### src/sv/fsd_pkg.sv
// fsd_pkg: shared types, constants and arithmetic helpers of the grayscale
// floyd-steinberg dither block
// depends on nothing; imported by every module of the block
`default_nettype none

package fsd_pkg;

    localparam int MAX_LINE_WIDTH = 2048;
    localparam int LINE_AW        = $clog2(MAX_LINE_WIDTH);
    localparam int FILL_W         = LINE_AW + 1;
    localparam int WCMP_W         = (LINE_AW + 1 > 12) ? LINE_AW + 1 : 12;

    localparam int ERR_W  = 20;
    localparam int V_W    = ERR_W + 3;
    localparam int PROD_W = ERR_W + 4;

    localparam int CFG_AW = 4;
    localparam int CFG_DW = 32;

    localparam logic [1:0] REG_IMAGE_WIDTH     = 2'd0;
    localparam logic [1:0] REG_IMAGE_HEIGHT    = 2'd1;
    localparam logic [1:0] REG_THRESHOLD_LEVEL = 2'd2;

    localparam logic [11:0] IMAGE_WIDTH_RST     = 12'd640;
    localparam logic [11:0] IMAGE_HEIGHT_RST    = 12'd480;
    localparam logic [7:0]  THRESHOLD_LEVEL_RST = 8'd127;

    localparam logic [2:0] K_RIGHT       = 3'd7;
    localparam logic [2:0] K_BELOW_LEFT  = 3'd3;
    localparam logic [2:0] K_BELOW       = 3'd5;
    localparam logic [2:0] K_BELOW_RIGHT = 3'd1;

    localparam logic [7:0] LEVEL_WHITE = 8'd255;
    localparam logic [7:0] LEVEL_BLACK = 8'd0;

    typedef logic signed [ERR_W-1:0] err_t;

    typedef struct packed {
        logic [11:0] image_width;
        logic [11:0] image_height;
        logic [7:0]  threshold_level;
    } cfg_t;

    typedef struct packed {
        logic [7:0]         pixel;
        logic [LINE_AW-1:0] col;
        logic               last_col;
        logic               last_row;
    } pix_item_t;

    typedef struct packed {
        logic               en;
        logic [LINE_AW-1:0] addr;
        err_t               data;
    } line_wr_t;

    // saturate a wide sum into the error range
    function automatic err_t sat_f(input logic signed [V_W-1:0] x);
        logic signed [V_W-1:0] hi;
        logic signed [V_W-1:0] lo;
        hi = V_W'((2 ** (ERR_W - 1)) - 1);
        lo = -V_W'(2 ** (ERR_W - 1));
        if (x > hi)
        begin
            return ERR_W'(hi);
        end
        else if (x < lo)
        begin
            return ERR_W'(lo);
        end
        return ERR_W'(x);
    endfunction

    // err*k/16 rounded to nearest, halves towards +inf
    function automatic err_t share_f(input err_t e, input logic [2:0] k);
        logic signed [PROD_W-1:0] num;
        num = PROD_W'(e) * $signed({{(PROD_W-3){1'b0}}, k}) + PROD_W'(8);
        return ERR_W'(num >>> 4);
    endfunction

endpackage

`default_nettype wire

### src/sv/fsd_core.sv
// fsd_core: quantiser and error diffusion, carries the row-local shares and
// builds the line write-back and defers the row end entry to the next cycle
// depends on fsd_pkg
`default_nettype none

module fsd_core
    import fsd_pkg::*;
(
    input  wire logic       clk,
    input  wire logic       rst_n,
    input  wire logic       commit,
    input  wire pix_item_t  item,
    input  wire err_t       below,
    input  wire logic [7:0] threshold,
    output logic            white,
    output line_wr_t        wr
);

    localparam logic signed [V_W-1:0] WHITE_VAL = V_W'(255 * 256);

    err_t               rc_reg;
    err_t               rc_next;
    err_t               blp_reg;
    err_t               blp_next;
    err_t               brp_reg;
    err_t               brp_next;
    logic               pend_valid_reg;
    logic               pend_valid_next;
    logic [LINE_AW-1:0] pend_addr_reg;
    err_t               pend_data_reg;

    logic signed [V_W-1:0] v;
    logic signed [V_W-1:0] thr;
    err_t                  err;
    err_t                  s_right;
    err_t                  s_bl;
    err_t                  s_b;
    err_t                  s_br;
    err_t                  left_val;
    err_t                  blp_new;
    err_t                  brp_new;
    err_t                  corner_val;

    always_comb
    begin
        v     = V_W'($signed({1'b0, item.pixel, 8'd0})) + V_W'(below) + V_W'(rc_reg);
        thr   = V_W'($signed({1'b0, threshold, 8'd0}));
        white = v > thr;
        err   = sat_f(white ? v - WHITE_VAL : v);

        s_right = share_f(err, K_RIGHT);
        s_bl    = share_f(err, K_BELOW_LEFT);
        s_b     = share_f(err, K_BELOW);
        s_br    = share_f(err, K_BELOW_RIGHT);

        // last row leaves zeros behind for the next frame
        left_val   = item.last_row ? '0 : sat_f(V_W'(blp_reg) + V_W'(s_bl));
        blp_new    = item.last_row ? '0 : sat_f(V_W'(brp_reg) + V_W'(s_b));
        brp_new    = item.last_row ? '0 : s_br;
        corner_val = item.last_row ? '0 : blp_new;

        rc_next  = rc_reg;
        blp_next = blp_reg;
        brp_next = brp_reg;
        if (commit)
        begin
            if (item.last_col)
            begin
                rc_next  = '0;
                blp_next = '0;
                brp_next = '0;
            end
            else
            begin
                rc_next  = s_right;
                blp_next = blp_new;
                brp_next = brp_new;
            end
        end

        pend_valid_next = commit && item.last_col && (item.col != '0);

        priority if (commit && (item.col != '0))
        begin
            wr.en   = 1'b1;
            wr.addr = item.col - LINE_AW'(1);
            wr.data = left_val;
        end
        else if (commit && item.last_col)
        begin
            wr.en   = 1'b1;
            wr.addr = item.col;
            wr.data = corner_val;
        end
        else if (pend_valid_reg)
        begin
            wr.en   = 1'b1;
            wr.addr = pend_addr_reg;
            wr.data = pend_data_reg;
        end
        else
        begin
            wr.en   = 1'b0;
            wr.addr = item.col;
            wr.data = corner_val;
        end
    end

    always_ff @(posedge clk)
    begin
        if (pend_valid_next)
        begin
            pend_addr_reg <= item.col;
            pend_data_reg <= corner_val;
        end
    end

    always_ff @(posedge clk or negedge rst_n)
    begin
        if (!rst_n)
        begin
            rc_reg         <= '0;
            blp_reg        <= '0;
            brp_reg        <= '0;
            pend_valid_reg <= 1'b0;
        end
        else
        begin
            rc_reg         <= rc_next;
            blp_reg        <= blp_next;
            brp_reg        <= brp_next;
            pend_valid_reg <= pend_valid_next;
        end
    end

    a_pend_no_clash: assert property (@(posedge clk) disable iff (!rst_n)
        pend_valid_reg |-> !(commit && (item.col != '0)))
        else $error("deferred write collides with a stage write");

    a_row_end_clears: assert property (@(posedge clk) disable iff (!rst_n)
        commit && item.last_col |=> rc_reg == '0 && blp_reg == '0 && brp_reg == '0)
        else $error("row carries not cleared at row end");

    a_write_source: assert property (@(posedge clk) disable iff (!rst_n)
        wr.en |-> commit || pend_valid_reg)
        else $error("line write without a source");

endmodule

`default_nettype wire

### config.mk
export PLATFORM = sky130hd
export DESIGN_NAME = fsd_core
export DESIGN_NICKNAME = d
export VERILOG_FILES = /design/src/sv/fsd_pkg.sv /design/src/sv/fsd_core.sv
export SDC_FILE = /design/constraint.sdc
export NUM_CORES = 1
export LEC_CHECK = 0
export BUFFER_PORTS_ARGS = -buffer_cell sky130_fd_sc_hd__buf_4
export CAP_MARGIN = 20
export CORE_MARGIN = 4
export CORE_UTILIZATION = 45
export CTS_BUF_LIST = sky130_fd_sc_hd__clkbuf_8
export CTS_CLUSTER_SIZE = 28
export DETAILED_ROUTE_END_ITERATION = 12
export PLACE_DENSITY = 0.72
export SLEW_MARGIN = 20
export SYNTH_ARGS = -nofsm -noshare
export SYNTH_HDL_FRONTEND = slang
export SYNTH_SLANG_ARGS = --single-unit
### constraint.sdc
create_clock -name clk -period 13.1 [get_ports clk]
set_clock_uncertainty 0.15 [all_clocks]
set_input_delay 0.655 -clock clk [delete_from_list [all_inputs] [get_ports clk]]
set_output_delay 0.655 -clock clk [all_outputs]
set_load 0.05 [all_outputs]
==> impl_metrics.py <==
metrics = {
    "status": {
        "status": "finished clean",
    },
    "sta": {
        "relSlewSlack_pct": 40.85,
        "drv_slew": 0,
        "fin_crit_sh_pct": 92.90,
        "period_needed_ps": 12170,
        "setup-tns-final_ps": 0,
        "finalSetupViolations": 0,
        "clock.fmax_mhz": 82.17,
        "hold_ws_ps": 193.9,
        "rsz0062_at_grt": "no",
        "hold_viol": 0,
        "tightest_slew_ps": 887.2,
    },
    "clocking": {
        "cts_sinks": 89,
        "clk_pin_slew_ps": 120,
        "cts_buffers": 9,
        "cts_max_path_buffers": 2,
        "clk_latency_ps": 400,
        "cts_tree": "yes",
        "cts_max_level": 3,
        "cts_root_buf": "clkbuf_8",
    },
    "yosys": {
        "synthArstFlopShare_pct": 65.17,
        "synth_area_leader_cell": "ha_1",
        "synth_edf_count": 31,
        "synth_area_um2": 12530,
        "ys_top_cells_by_area": "ha_1 (23%), dfrtp_1 (12%), edfxtp_1 (7.4%)",
        "syn_nets": 1762,
        "synthCells": 1448,
        "synth_flop_cell": "dfrtp_1",
        "yosysUniqueCellTypes": 89,
        "syn_avg_cell_area_um2": 8.653,
        "synth-seq-cells": 89,
        "ys_warn_count": 0,
        "synth_top_area_share_pct": 22.77,
        "ys_seq_area_share_pct": 19.01,
    },
    "global_route": {
        "gr-usage-met3_pct": 1.969,
        "groute.usage.overall_pct": 21.15,
        "grt_pass1_vias": 10950,
        "grt_max_degree": 59,
        "busiest_layer": "met2",
        "overflow": 0,
        "use_met2_pct": 37.40,
        "grt_pass1_wl_um": 54010,
        "use_met1_pct": 27.43,
        "antenna_found_initial": 0,
    },
    "place": {
        "dp_hpwl_um": 26120,
        "io_buffers": 84,
        "gp_congestion": 0.9407,
    },
    "worst_hold_path": {
        "holdCritPathClass": "input port to asynchronous set/reset pin",
    },
    "critical_path": {
        "worstSetupEndpointType": "output port",
        "crit_path_start_kind": "flop",
        "worst_path_most_repeated_cell": "ha_1",
        "worstPathRequired_ps": 12300,
        "worst-path-max-fanout": 19,
        "cpPeakStageDelay_ps": 540,
        "path_class": "flop to output port",
        "arrival_ps": 11360,
        "critPathSlowestCell": "fa_1",
    },
    "floorplanning": {
        "die_area_um2": 30580,
        "die_w_um": 174.9,
        "core_area_um2": 27180,
        "dieHeight_um": 174.9,
        "initial_core_util_pct": 46.10,
        "row_count": 60,
        "ios": 85,
    },
    "finish": {
        "area_growth_pct": 10.57,
        "layout.nets": 1834,
        "layout-drive-gt1-share_pct": 10.82,
        "n_antenna_cell": 0,
    },
    "route": {
        "drt_iter0_drc": 739,
        "ant_nets": 0,
        "vias": 11250,
        "viasPerCell": 5.933,
        "drt-pass1-iter-count": 7,
        "totalWireLength_um": 32820,
        "wl_per_cell_um": 17.30,
        "drc": 0,
    },
    "run": {
        "cap_violations": 0,
    },
}
worst paths after layout:
| kind | startpoint | to | slack [ps] | cells after the start |
|---|---|---|---|---|
| worst max-delay path | rc_reg[1] | wr[0] | 930 | 43 |
| worst min-delay path | rst_n | blp_reg[0] | 190 | 1 |
| worst max register to register | rc_reg[1] | blp_reg[1] | 1270 | 43 |
| worst min register to register | blp_reg[15] | blp_reg[15] | 350 | 1 |
| max in group asynchronous | rst_n | brp_reg[13] | 12020 | 1 |
| min in group clk | item[10] | pend_addr_reg[8] | 300 | 1 |
synthesized netlist by cell type (all sizes together), types with 8 or more instances:
cell / instances
o21ai: 87
nor2b: 11
nor2: 116
buf: 8
o31ai: 9
a211oi: 12
edfxtp: 31
and3: 15
a21o: 43
nand2b: 9
o22ai: 8
nand2: 84
dfrtp: 58
fa: 34
or3: 9
inv: 120
ha: 228
o21bai: 11
and2: 22
nor3: 27
or2: 16
a22o: 19
clkbuf: 28
nand3: 37
o211ai: 30
xor2: 23
o2bb2ai: 21
a31oi: 17
xnor2: 82
o21a: 17
a21oi: 92
layout by cell type (no fill, tap or decap), drive strengths merged, types with 15 or more instances in the layout:
cell type	netlist	layout
o21a	17	17
and3	15	15
o2bb2ai	21	21
nor3	27	27
a21oi	92	92
dfrtp	58	58
and2	22	22
nor2	116	116
xnor2	82	82
buf	8	96
xor2	23	23
inv	120	124
ha	228	228
or2	16	16
fa	34	34
a22o	19	19
edfxtp	31	31
o211ai	30	30
o21ai	87	87
a31oi	17	17
nand3	37	37
a21o	43	43
nand2	84	84
area by class of cell:
cell class,count,area (um2)
clock buffer,9,123.9
clock inverter,7,61.31
fill,2610,13320
inverter,121,454.2
multi-input combinational,1202,9642
sequential,89,2382
tap,372,465.4
timing repair buffer,97,725.7
worst max-delay path, delay by kind of cell, from the launching register on:
family	cells	cell delay, ps
AO/OA/AOI/OAI	20	5020
XOR/XNOR	2	340
adder cells (fa/ha/maj)	8	2540
buffers and inverters	5	780
flip-flops	1	410
AND/OR/NAND/NOR	8	1860
per-stage QoR:
| step | setup WS (ps) | util, % | instance area, um2 | instances |
|---|---|---|---|---|
| finish | 930.7 | 50.98 | 13850 | 1897 |
| CTS | 379.6 | 50.56 | 13740 | 1895 |
| global placement | 794.2 | 49.88 | 13550 | 1879 |
| global route | 22.10 | 50.98 | 13850 | 1897 |
| floorplan | 1648 | - | 12530 | 1448 |
| detailed placement | 503.2 | 49.88 | 13550 | 1879 |
timing repair:
item                       in CTS  in global routing
resized for setup               0                 18
hold buffers                    0                  0
setup endpoints to repair       0                 20
setup buffers                   0                  1
kinds of logic after synthesis:
group                    synth area share (%)
adder cells (fa/ha/maj)                 28.20
AO/OA/AOI/OAI                           25.35
flip-flops                              19.01
buffers and inverters                   4.873
multiplexers                           0.3196
AND/OR/NAND/NOR                         14.72
XOR/XNOR                                7.519
routing by layer:
layer / wire, um / share of wire, %
met5: 0 / 0
met4: 683 / 2.1
met3: 1511 / 4.6
met2: 16000 / 49
met1: 14630 / 45
Power is not shown: default switching activity piles up to over one toggle a cycle in this logic, so the estimate is an artifact.
