`config.mk`:
```
export PLATFORM = sky130hd
export DESIGN_NAME = fsd_cfg
export DESIGN_NICKNAME = d
export VERILOG_FILES = /design/src/sv/fsd_pkg.sv /design/src/sv/fsd_cfg.sv
export SDC_FILE = /design/constraint.sdc
export NUM_CORES = 1
export LEC_CHECK = 0
export BUFFER_PORTS_ARGS = -buffer_cell sky130_fd_sc_hd__buf_2
export CORE_MARGIN = 4
export CORE_UTILIZATION = 45
export DETAILED_ROUTE_END_ITERATION = 10
export PLACE_DENSITY = 0.84
export SYNTH_ARGS = -nofsm -noshare
export SYNTH_HDL_FRONTEND = slang
export SYNTH_SLANG_ARGS = --single-unit
export TNS_END_PERCENT = 5
```
`constraint.sdc`:
```
create_clock -name clk -period 3.5 [get_ports clk]
set_input_delay 1.05 -clock clk [delete_from_list [all_inputs] [get_ports clk]]
set_output_delay 1.05 -clock clk [all_outputs]
set_load 0.05 [all_outputs]
```
`src/sv/fsd_pkg.sv`:
```
// fsd_pkg: shared types, constants and arithmetic helpers of the grayscale
// floyd-steinberg dither block
// depends on nothing; imported by every module of the block
`default_nettype none

package fsd_pkg;

    localparam int MAX_LINE_WIDTH = 2048;
    localparam int LINE_AW        = $clog2(MAX_LINE_WIDTH);
    localparam int FILL_W         = LINE_AW + 1;
    localparam int WCMP_W         = (LINE_AW + 1 > 12) ? LINE_AW + 1 : 12;

    localparam int ERR_W  = 20;
    localparam int V_W    = ERR_W + 3;
    localparam int PROD_W = ERR_W + 4;

    localparam int CFG_AW = 4;
    localparam int CFG_DW = 32;

    localparam logic [1:0] REG_IMAGE_WIDTH     = 2'd0;
    localparam logic [1:0] REG_IMAGE_HEIGHT    = 2'd1;
    localparam logic [1:0] REG_THRESHOLD_LEVEL = 2'd2;

    localparam logic [11:0] IMAGE_WIDTH_RST     = 12'd640;
    localparam logic [11:0] IMAGE_HEIGHT_RST    = 12'd480;
    localparam logic [7:0]  THRESHOLD_LEVEL_RST = 8'd127;

    localparam logic [2:0] K_RIGHT       = 3'd7;
    localparam logic [2:0] K_BELOW_LEFT  = 3'd3;
    localparam logic [2:0] K_BELOW       = 3'd5;
    localparam logic [2:0] K_BELOW_RIGHT = 3'd1;

    localparam logic [7:0] LEVEL_WHITE = 8'd255;
    localparam logic [7:0] LEVEL_BLACK = 8'd0;

    typedef logic signed [ERR_W-1:0] err_t;

    typedef struct packed {
        logic [11:0] image_width;
        logic [11:0] image_height;
        logic [7:0]  threshold_level;
    } cfg_t;

    typedef struct packed {
        logic [7:0]         pixel;
        logic [LINE_AW-1:0] col;
        logic               last_col;
        logic               last_row;
    } pix_item_t;

    typedef struct packed {
        logic               en;
        logic [LINE_AW-1:0] addr;
        err_t               data;
    } line_wr_t;

    // saturate a wide sum into the error range
    function automatic err_t sat_f(input logic signed [V_W-1:0] x);
        logic signed [V_W-1:0] hi;
        logic signed [V_W-1:0] lo;
        hi = V_W'((2 ** (ERR_W - 1)) - 1);
        lo = -V_W'(2 ** (ERR_W - 1));
        if (x > hi)
        begin
            return ERR_W'(hi);
        end
        else if (x < lo)
        begin
            return ERR_W'(lo);
        end
        return ERR_W'(x);
    endfunction

    // err*k/16 rounded to nearest, halves towards +inf
    function automatic err_t share_f(input err_t e, input logic [2:0] k);
        logic signed [PROD_W-1:0] num;
        num = PROD_W'(e) * $signed({{(PROD_W-3){1'b0}}, k}) + PROD_W'(8);
        return ERR_W'(num >>> 4);
    endfunction

endpackage

`default_nettype wire

```
`src/sv/fsd_cfg.sv`:
```
// fsd_cfg: apb-style configuration registers (width, height, threshold)
// depends on fsd_pkg
`default_nettype none

module fsd_cfg
    import fsd_pkg::*;
(
    input  wire logic              clk,
    input  wire logic              rst_n,
    input  wire logic              psel,
    input  wire logic              penable,
    input  wire logic              pwrite,
    input  wire logic [CFG_AW-1:0] paddr,
    input  wire logic [CFG_DW-1:0] pwdata,
    output logic      [CFG_DW-1:0] prdata,
    output logic                   pready,
    output cfg_t                   cfg
);

    cfg_t cfg_reg;
    cfg_t cfg_next;
    logic wr_en;

    assign pready = 1'b1;
    assign wr_en  = psel & penable & pwrite;
    assign cfg    = cfg_reg;

    always_comb
    begin
        cfg_next = cfg_reg;
        if (wr_en)
        begin
            unique case (paddr[3:2])
                REG_IMAGE_WIDTH:     cfg_next.image_width     = pwdata[11:0];
                REG_IMAGE_HEIGHT:    cfg_next.image_height    = pwdata[11:0];
                REG_THRESHOLD_LEVEL: cfg_next.threshold_level = pwdata[7:0];
                default:             cfg_next = cfg_reg;
            endcase
        end
    end

    always_comb
    begin
        unique case (paddr[3:2])
            REG_IMAGE_WIDTH:     prdata = {20'd0, cfg_reg.image_width};
            REG_IMAGE_HEIGHT:    prdata = {20'd0, cfg_reg.image_height};
            REG_THRESHOLD_LEVEL: prdata = {24'd0, cfg_reg.threshold_level};
            default:             prdata = '0;
        endcase
    end

    always_ff @(posedge clk or negedge rst_n)
    begin
        if (!rst_n)
        begin
            cfg_reg.image_width     <= IMAGE_WIDTH_RST;
            cfg_reg.image_height    <= IMAGE_HEIGHT_RST;
            cfg_reg.threshold_level <= THRESHOLD_LEVEL_RST;
        end
        else
        begin
            cfg_reg <= cfg_next;
        end
    end

endmodule

`default_nettype wire

```
==> impl_metrics.ini, run 1 <==
[run_status]
status = finished, final reports clean

[sta]
final_hold_viol_count = 0
setup_viol = 0
setup_slack_ns = 0.347
grt_setup_unrepaired = false
worst_slew_pin_slew_ns = 0.762
fmax_mhz = 317
period_needed_ns = 3.15
hold_slack_ns = 0.531
tns_ns = 0
skew_ns = 0
slew_headroom_pct = 49.0
finalMaxSlewViolations = 0
finalCritPeriodShare_pct = 90.1

[detailed_routing]
drc = 0
first_pass_iters = 4
drt_iter0_drc = 34
wl_per_cell_um = 15.2
vias = 1158
via_per_inst = 4.80
routed_wirelength_um = 3670
ant_nets = 0

[worst_setup_path]
cp_cell_sequence = buf_2, buf_4, mux2i_1, o21ai_0, buf_2
cp_common_cell = buf_2
cp_max_fo = 11
start_kind = input port
critPathArrivalTime_ns = 2.10
end_kind = output port
path_class = input port to output port
cp_data_required_time_ns = 2.45
max_stage_delay_ns = 0.29
critPathSlowestCell = buf_2
r2r_setup_slack_ns = 2.71

[finish]
stdcell_count = 241
antenna_cells = 0
post-route-util_pct = 58.9
largest_reg_flops = 32
fin_area_um2 = 2040
area_growth_pct = 22.4
drive_gt1_share_pct = 62.6
final_cell_mix = buf_2 (62), mux2_2 (22), conb_1 (21), dfrtp_1 (19), dfstp_2 (13)
final_common_cell = buf_2
final_net_count = 236

[clock_tree]
cts.sinks = 32
cts_resized = 0
cts_buffers = 5
cts_root_buf = clkbuf_8
cts_setup_buffers = 0
htreeDepth = 2
path_clk_slew_ns = 0.06
clock_path_buffers = 2
cts_hold_buffers = 0
cts_tree = built
clk_latency_ns = 0.28

[global_route]
grt_max_degree = 33
grtUsageTotal_pct = 17.3
grt-ovfl-total = 0
grt_pass1_vias = 1167
grt_first_pass_wirelength_um = 5720
grt_antenna_before_repair = 0

[logic_synthesis]
ys_ff_latch = 32
ys_warn_count = 0
synthXorXnorAreaFrac_pct = 0
synth_simple_gate_area_share_pct = 5.40
ys_top_cells_by_area = dfrtp_1 (28%), dfstp_2 (20%), mux2_2 (15%)
avgSynthCellArea_um2 = 12.8
synth_compound_area_share_pct = 2.40
synth_fa_ha_area_share_pct = 0
muxShareOfSynthArea_pct = 31.0
synth_cell_types = 18
seq_area_frac_synth_pct = 49.0
synthFlopType = dfrtp_1
synth_area_um2 = 1670
synth_top_family_by_area = multiplexers
synthArstFlopShare_pct = 100
synth-edff-count = 0
syn_inst = 130
synth_top_area_share_pct = 28.5
yosysTopAreaCell = dfrtp_1

[die]
die_height_um = 68.9
die_x_um = 68.9
die_area_um2 = 4750
start_util_pct = 48.1
num_rows = 21
io_pins = 106
core-area_um2 = 3470

[placed_design]
place.gp.congestion = 0.717
dp_hpwl_um = 2680
placed_cells = 234
portBuffers = 62
placed_area_um2 = 1950
place_ws_ns = 0.344

[power_and_ir_drop]
power_leakage_nw = 1.07
irDropWorstVdd_mv = 0.383
power_density_nw_per_um2 = 780
fin_total_pwr_mw = 1.59

[min_path]
hp-class = register to register

[job]
cap_violations = 0
==> synthesized netlist by cell type (2+ instances only) <==
| master | n |
|---|---|
| nor2_1 | 4 |
| o21ai_0 | 8 |
| nand2_1 | 8 |
| mux2_2 | 22 |
| conb_1 | 2 |
| mux2i_1 | 12 |
| mux2_4 | 10 |
| dfstp_2 | 13 |
| dfrtp_1 | 19 |
| buf_4 | 23 |
| clkbuf_1 | 2 |
==> final cells by class <==
type | instances | area [µm²]
flip-flops and latches | 32 | 817
clock buffers | 7 | 96.3
well taps | 46 | 57.6
repair buffers | 66 | 340
fillers | 321 | 1430
multi-input cells | 90 | 732
==> where the power goes <==
part,internal [mW],total [mW],switching [mW]
sequential,0.483,0.549,0.0657
clock,0.175,0.302,0.127
combinational,0.185,0.742,0.556
total,0.843,1.59,0.750
==> per-layer routing <==
layer  up-vias  GRT usage [%]  share of wire (%)
met5         -              0                  0
met4         0           8.76                1.9
met3         8           4.86                9.4
met2        59           26.7                 47
met1       556           22.1                 41
li1        535              -                  -
==> logic make-up (layout without fill, tap and decap cells) <==
| kind of cell | Yosys count | after routing |
|---|---|---|
| mux | 44 | 44 |
| flops | 32 | 32 |
| buf+inv | 27 | 73 |
| simple gates | 17 | 17 |
| compound gates | 8 | 8 |
| other cells | 2 | 21 |
==> critical path, delay by kind of cell <==
kind,cells,cell delay [ns]
AOI/OAI and AO/OA,1,0.15
buffers and inverters,3,0.81
muxes,1,0.09
==> final timing paths <==
check | from | endpoint | cells past startpoint
worst max-delay path | paddr[2] | prdata[3] | 5
worst min-delay path | cfg[20] | cfg[20] | 1
worst max register to register | cfg[9] | cfg[9] | 1
worst min register to register | cfg[20] | cfg[20] | 1
max in group asynchronous | rst_n | cfg[30] | 1
min in group asynchronous | rst_n | cfg[20] | 1
Note: power is estimated with default switching activity, not from simulation.
==> run 2: changes to the inputs <==
Settings changed: BUFFER_PORTS_ARGS -buffer_cell sky130_fd_sc_hd__buf_2 to unset, CORE_UTILIZATION 45 to 55, DONT_BUFFER_PORTS set to 1, PLACE_DENSITY 0.84 to 0.7.
==> run 2 against run 1 <==
First-iteration DRC count grew 21%. Cell count shrank 27%. Count of clock-buffer cells in the layout shrank 1. Die area shrank 16%. Core utilization grew 3.1 points. Register-to-register slack lost 0.27 ns. Worst hold slack lost 0.13 ns. Flip-flop and latch count is the same. Design area shrank 14%.
==> impl_metrics.ini, run 2 (synthesis results as in run 1) <==
[run_status]
status = finished, final reports clean

[worst_setup_path]
r2r_setup_slack_ns = 2.44
timing.rr.end = cfg[22]
r2r_start = cfg[22]
start_kind = input port
r2r_cells = 1
path_class = input port to output port
end_kind = output port
critPathArrivalTime_ns = 1.80
cp_data_required_time_ns = 2.45
cp_max_fo = 16

[clock_tree]
clock_path_buffers = 2
htreeDepth = 2
cts_root_buf = clkbuf_4
cts.sinks = 32
cts_tree = built
cts_buffers = 5
cts_setup_buffers = 0
clk_latency_ns = 0.32
cts_hold_buffers = 0
cts_resized = 0
path_clk_slew_ns = 0.10

[detailed_routing]
ant_nets = 0
vias = 988
wl_met1_um = 1210
dr.max_layer_used = met4
first_pass_iters = 3
routed_wirelength_um = 3330
wl_met2_um = 1770
drt_iter0_drc = 41
via_per_inst = 5.65
drc = 0
wl_met3_um = 340
wl_per_cell_um = 19.1

[finish]
antenna_cells = 0
final_net_count = 184
largest_reg_flops = 32
area_growth_pct = 5.10
final_cell_mix = mux2_2 (22), conb_1 (21), dfrtp_1 (19), buf_4 (14), dfstp_2 (13)
drive_gt1_share_pct = 49.3
final_common_cell = mux2_2
fill_cells = 223

[sta]
final_hold_viol_count = 0
grt_setup_unrepaired = false
setup_viol = 0
worst_slew_pin_slew_ns = 0.740
setup_slack_ns = 0.645
fmax_mhz = 350
skew_ns = 0
finalCritPeriodShare_pct = 81.6
finalMaxSlewViolations = 0
slew_headroom_pct = 50.5
tns_ns = 0
period_needed_ns = 2.85

[die]
io_pins = 106
start_util_pct = 59.0
num_rows = 19
die_x_um = 63.1
die_height_um = 63.1
die_area_um2 = 3980
core-area_um2 = 2830

[global_route]
grt_antenna_before_repair = 0
grt_pass1_vias = 1041
grtUsageTotal_pct = 17.4
grt_max_degree = 33
grt-ovfl-total = 0
grt_first_pass_wirelength_um = 5240

[job]
cap_violations = 0

[power_and_ir_drop]
irDropWorstVdd_mv = 0.531
power_leakage_nw = 0.842
sequentialPowerShare_pct = 61.7
combPwrFrac_pct = 23.1
p_sw_uw = 708
internal_power_uw = 713
p_clk_share_pct = 15.2
power_density_nw_per_um2 = 810
swShare_pct = 49.8

[placed_design]
place.gp.congestion = 0.666
portBuffers = 0
place_ws_ns = 0.657
dp_hpwl_um = 2410

[min_path]
hp-class = input port to asynchronous set/reset pin
[run 2: worst max-delay path, cell delays in order]
cell and delay, ns:
nor2b_1 0.16, buf_4 0.20, nand2_1 0.07, o21ai_1 0.11
buf_4 0.22
[run 2: power groups by stage]
| stage | clock, mW | combinational, mW | sequential (mW) |
|---|---|---|---|
| global route | 0.247 | 0.349 | 0.893 |
| detailed placement | 0 | 0.329 | 0.888 |
| global placement | 0 | 0.320 | 0.881 |
| floorplan | 0 | 0.296 | 0.859 |
| finish | 0.216 | 0.328 | 0.877 |
| CTS | 0.226 | 0.330 | 0.881 |
[run 2: worst max path at each step]
stage | start | endpoint | slack [ns] | cells past startpoint
5_1_grt | paddr[3] | prdata[7] | 0.60 | 5
4_1_cts | paddr[3] | prdata[7] | 0.64 | 5
2_1_floorplan | paddr[2] | prdata[2] | -0.20 | 4
3_3_place_gp | paddr[3] | prdata[7] | 0.71 | 5
6_report | paddr[3] | prdata[7] | 0.65 | 5
3_5_place_dp | paddr[3] | prdata[7] | 0.66 | 5
[run 2: metal layers]
layer / track usage [%] / vias to the layer above
met4: 4.96 / 0
met3: 9.41 / 2
met5: 0 / -
met1: 17.4 / 498
li1: - / 429
met2: 31.0 / 59
[run 2: cell type report]
class	count	area [µm²]	area share, %
Multi-Input combinational cell	90	732	41.7
Tap cell	31	38.8	2.21
Timing Repair Buffer	14	105	5.99
Sequential cell	32	817	46.6
Clock inverter	2	10.0	0.571
Clock buffer	6	51.3	2.92
[run 2: stage by stage]
step	power (mW)	std cells	util (%)	area, µm²	hold WS (ns)
after CTS	1.44	175	62.0	1750	0.386
after floorplan	1.16	149	-	1740	0.729
after global routing	1.49	175	62.0	1750	0.366
after detailed placement	1.22	167	59.8	1690	0.741
after global placement	1.20	167	59.8	1690	0.737
final	1.42	175	62.0	1750	0.403
==> run 3: changes to the inputs <==
Settings changed: ABC_AREA set to 1.
Clock period 3.5 ns to 2.8 ns, I/O delays scaled along.
==> run 3 against run 2 <==
Clock power up 42%. Flip-flop and latch count unchanged. Highest routed layer unchanged. Critical path type unchanged. Global-route usage up 4.2 points. Synthesized area up 0.60%. Non-clock buffer count down 1. Worst setup slack worse by 0.28 ns.
==> impl_metrics.ini, run 3 <==
[run_status]
status = finished, final reports clean

[die]
io_pins = 106
core-area_um2 = 2830
die_x_um = 63.3
die_area_um2 = 4000
start_util_pct = 59.4
die_height_um = 63.3
num_rows = 19

[logic_synthesis]
synth-edff-count = 0
ys_warn_count = 0
yosysTopAreaCell = nand2_1
ys_top_cells_by_area = nand2_1 (30%), dfrtp_1 (28%), dfstp_2 (20%)
synth_compound_area_share_pct = 0
synth_simple_gate_area_share_pct = 37.0
synthXorXnorAreaFrac_pct = 0
synth_cell_types = 14
synth_area_um2 = 1680
synth_top_family_by_area = simple AND/OR/NAND/NOR gates
ys_ff_latch = 32
synth_fa_ha_area_share_pct = 0
synth_top_area_share_pct = 30.0
yosysMostFrequentCell = nand2_1
seq_area_frac_synth_pct = 48.7
synth_common_cells = nand2_1 (134), buf_4 (22), dfrtp_1 (19)
synthArstFlopShare_pct = 100
synthFlopType = dfrtp_1
syn_inst = 219
avgSynthCellArea_um2 = 7.67
muxShareOfSynthArea_pct = 0

[clock_tree]
htreeDepth = 2
cts_root_buf = clkbuf_4
cts_resized = 0
path_clk_slew_ns = 0.10
cts_tree = built
cts_buffers = 5
clk_latency_ns = 0.34
cts.sinks = 32
cts_hold_buffers = 0
cts_setup_buffers = 0
clock_path_buffers = 2

[finish]
final_net_count = 272
final_cell_mix = nand2_1 (134), conb_1 (21), dfrtp_1 (19), dfstp_2 (13), buf_12 (12)
drive_gt1_share_pct = 20.3
antenna_cells = 0
stdcell_count = 263
final_common_cell = nand2_1
largest_reg_flops = 32
area_growth_pct = 12.6

[detailed_routing]
first_pass_iters = 4
drc = 0
ant_nets = 0
drt_iter0_drc = 64
via_per_inst = 5.20
routed_wirelength_um = 4060
wl_per_cell_um = 15.4
vias = 1368

[worst_setup_path]
critPathArrivalTime_ns = 1.60
r2r_start = cfg[30]
start_kind = input port
cp_data_required_time_ns = 1.96
end_kind = output port
r2r_setup_slack_ns = 1.85
cp_max_fo = 13
path_class = input port to output port
timing.rr.end = cfg[30]
r2r_cells = 2

[power_and_ir_drop]
power_density_nw_per_um2 = 920
irDropWorstVdd_mv = 0.512
power_leakage_nw = 1.01

[sta]
setup_viol = 0
finalCritPeriodShare_pct = 87.0
period_needed_ns = 2.44
grt_setup_unrepaired = false
finalMaxSlewViolations = 0
final_hold_viol_count = 0
slew_headroom_pct = 60.6
worst_slew_pin_slew_ns = 0.590
skew_ns = 0
fmax_mhz = 410
tns_ns = 0

[placed_design]
placed_cells = 255
place.gp.congestion = 0.788
dp_hpwl_um = 2860
portBuffers = 0

[global_route]
grt_pass1_vias = 1351
grt_antenna_before_repair = 0
grt_max_degree = 33
grt-ovfl-total = 0
grtUsageTotal_pct = 21.6
grt_first_pass_wirelength_um = 6490

[job]
cap_violations = 0

[min_path]
hp-class = input port to asynchronous set/reset pin
==> run 3: cell count changes in the layout (fill, tap and decap cells not counted), sizes merged, moves of 2 or more <==
| cell | delta |
|---|---|
| nand2 | +131 |
| mux2 | -32 |
| mux2i | -12 |
| nand3 | +8 |
| o21ai | -8 |
| inv | +5 |
| clkbuf | +2 |
| clkinv | -2 |
==> run 3: report_power, final <==
group / internal (mW) / switching, mW / total [mW]
registers: 0.586 / 0.434 / 1.02
logic: 0.150 / 0.262 / 0.412
clock network: 0.148 / 0.159 / 0.307
total: 0.884 / 0.856 / 1.74
==> run 3: cells by family (layout without fill, tap and decap cells) <==
logic type	after synthesis	after routing
buf+inv	32	26
flops	32	32
other cells	2	21
simple gates	153	153
==> run 3: per-stage QoR <==
step	worst slack, ns	hold WS, ns	power [mW]	cell area, µm²	util [%]
final	0.364	0.170	1.74	1890	66.8
after global routing	0.307	0.145	1.82	1890	66.8
after CTS	0.371	0.161	1.75	1890	66.8
after detailed placement	0.371	0.545	1.44	1820	64.4
after global placement	0.413	0.545	1.43	1820	64.4
after floorplan	0.322	0.544	1.30	1750	-
==> run 3: worst max path at each step <==
stage | from | to | slack [ns]
detailed placement | paddr[3] | prdata[0] | 0.37
global route | paddr[3] | prdata[7] | 0.31
finish | paddr[3] | prdata[0] | 0.36
CTS | paddr[3] | prdata[0] | 0.37
floorplan | paddr[3] | prdata[0] | 0.32
global placement | paddr[3] | prdata[0] | 0.41
==> run 3: final cells by class <==
cell class / instances / area [µm²]
well taps: 31 / 38.8
flip-flops and latches: 32 / 817
inverters: 5 / 18.8
fillers: 237 / 938
multi-input cells: 174 / 699
repair buffers: 13 / 248
clock buffers: 8 / 68.8
==> run 3: critical path: stages <==
cell,delay (ns)
inv_1,0.07
nand2_2,0.07
inv_2,0.22
nand2_1,0.09
nand3_1,0.15
buf_12,0.15
==> run 3: per-layer routing <==
layer  track usage (%)  share of wire [%]
met1              22.6                 37
met2              35.8                 48
met4              9.70                1.5
met3              11.4                 13
met5                 0                  0
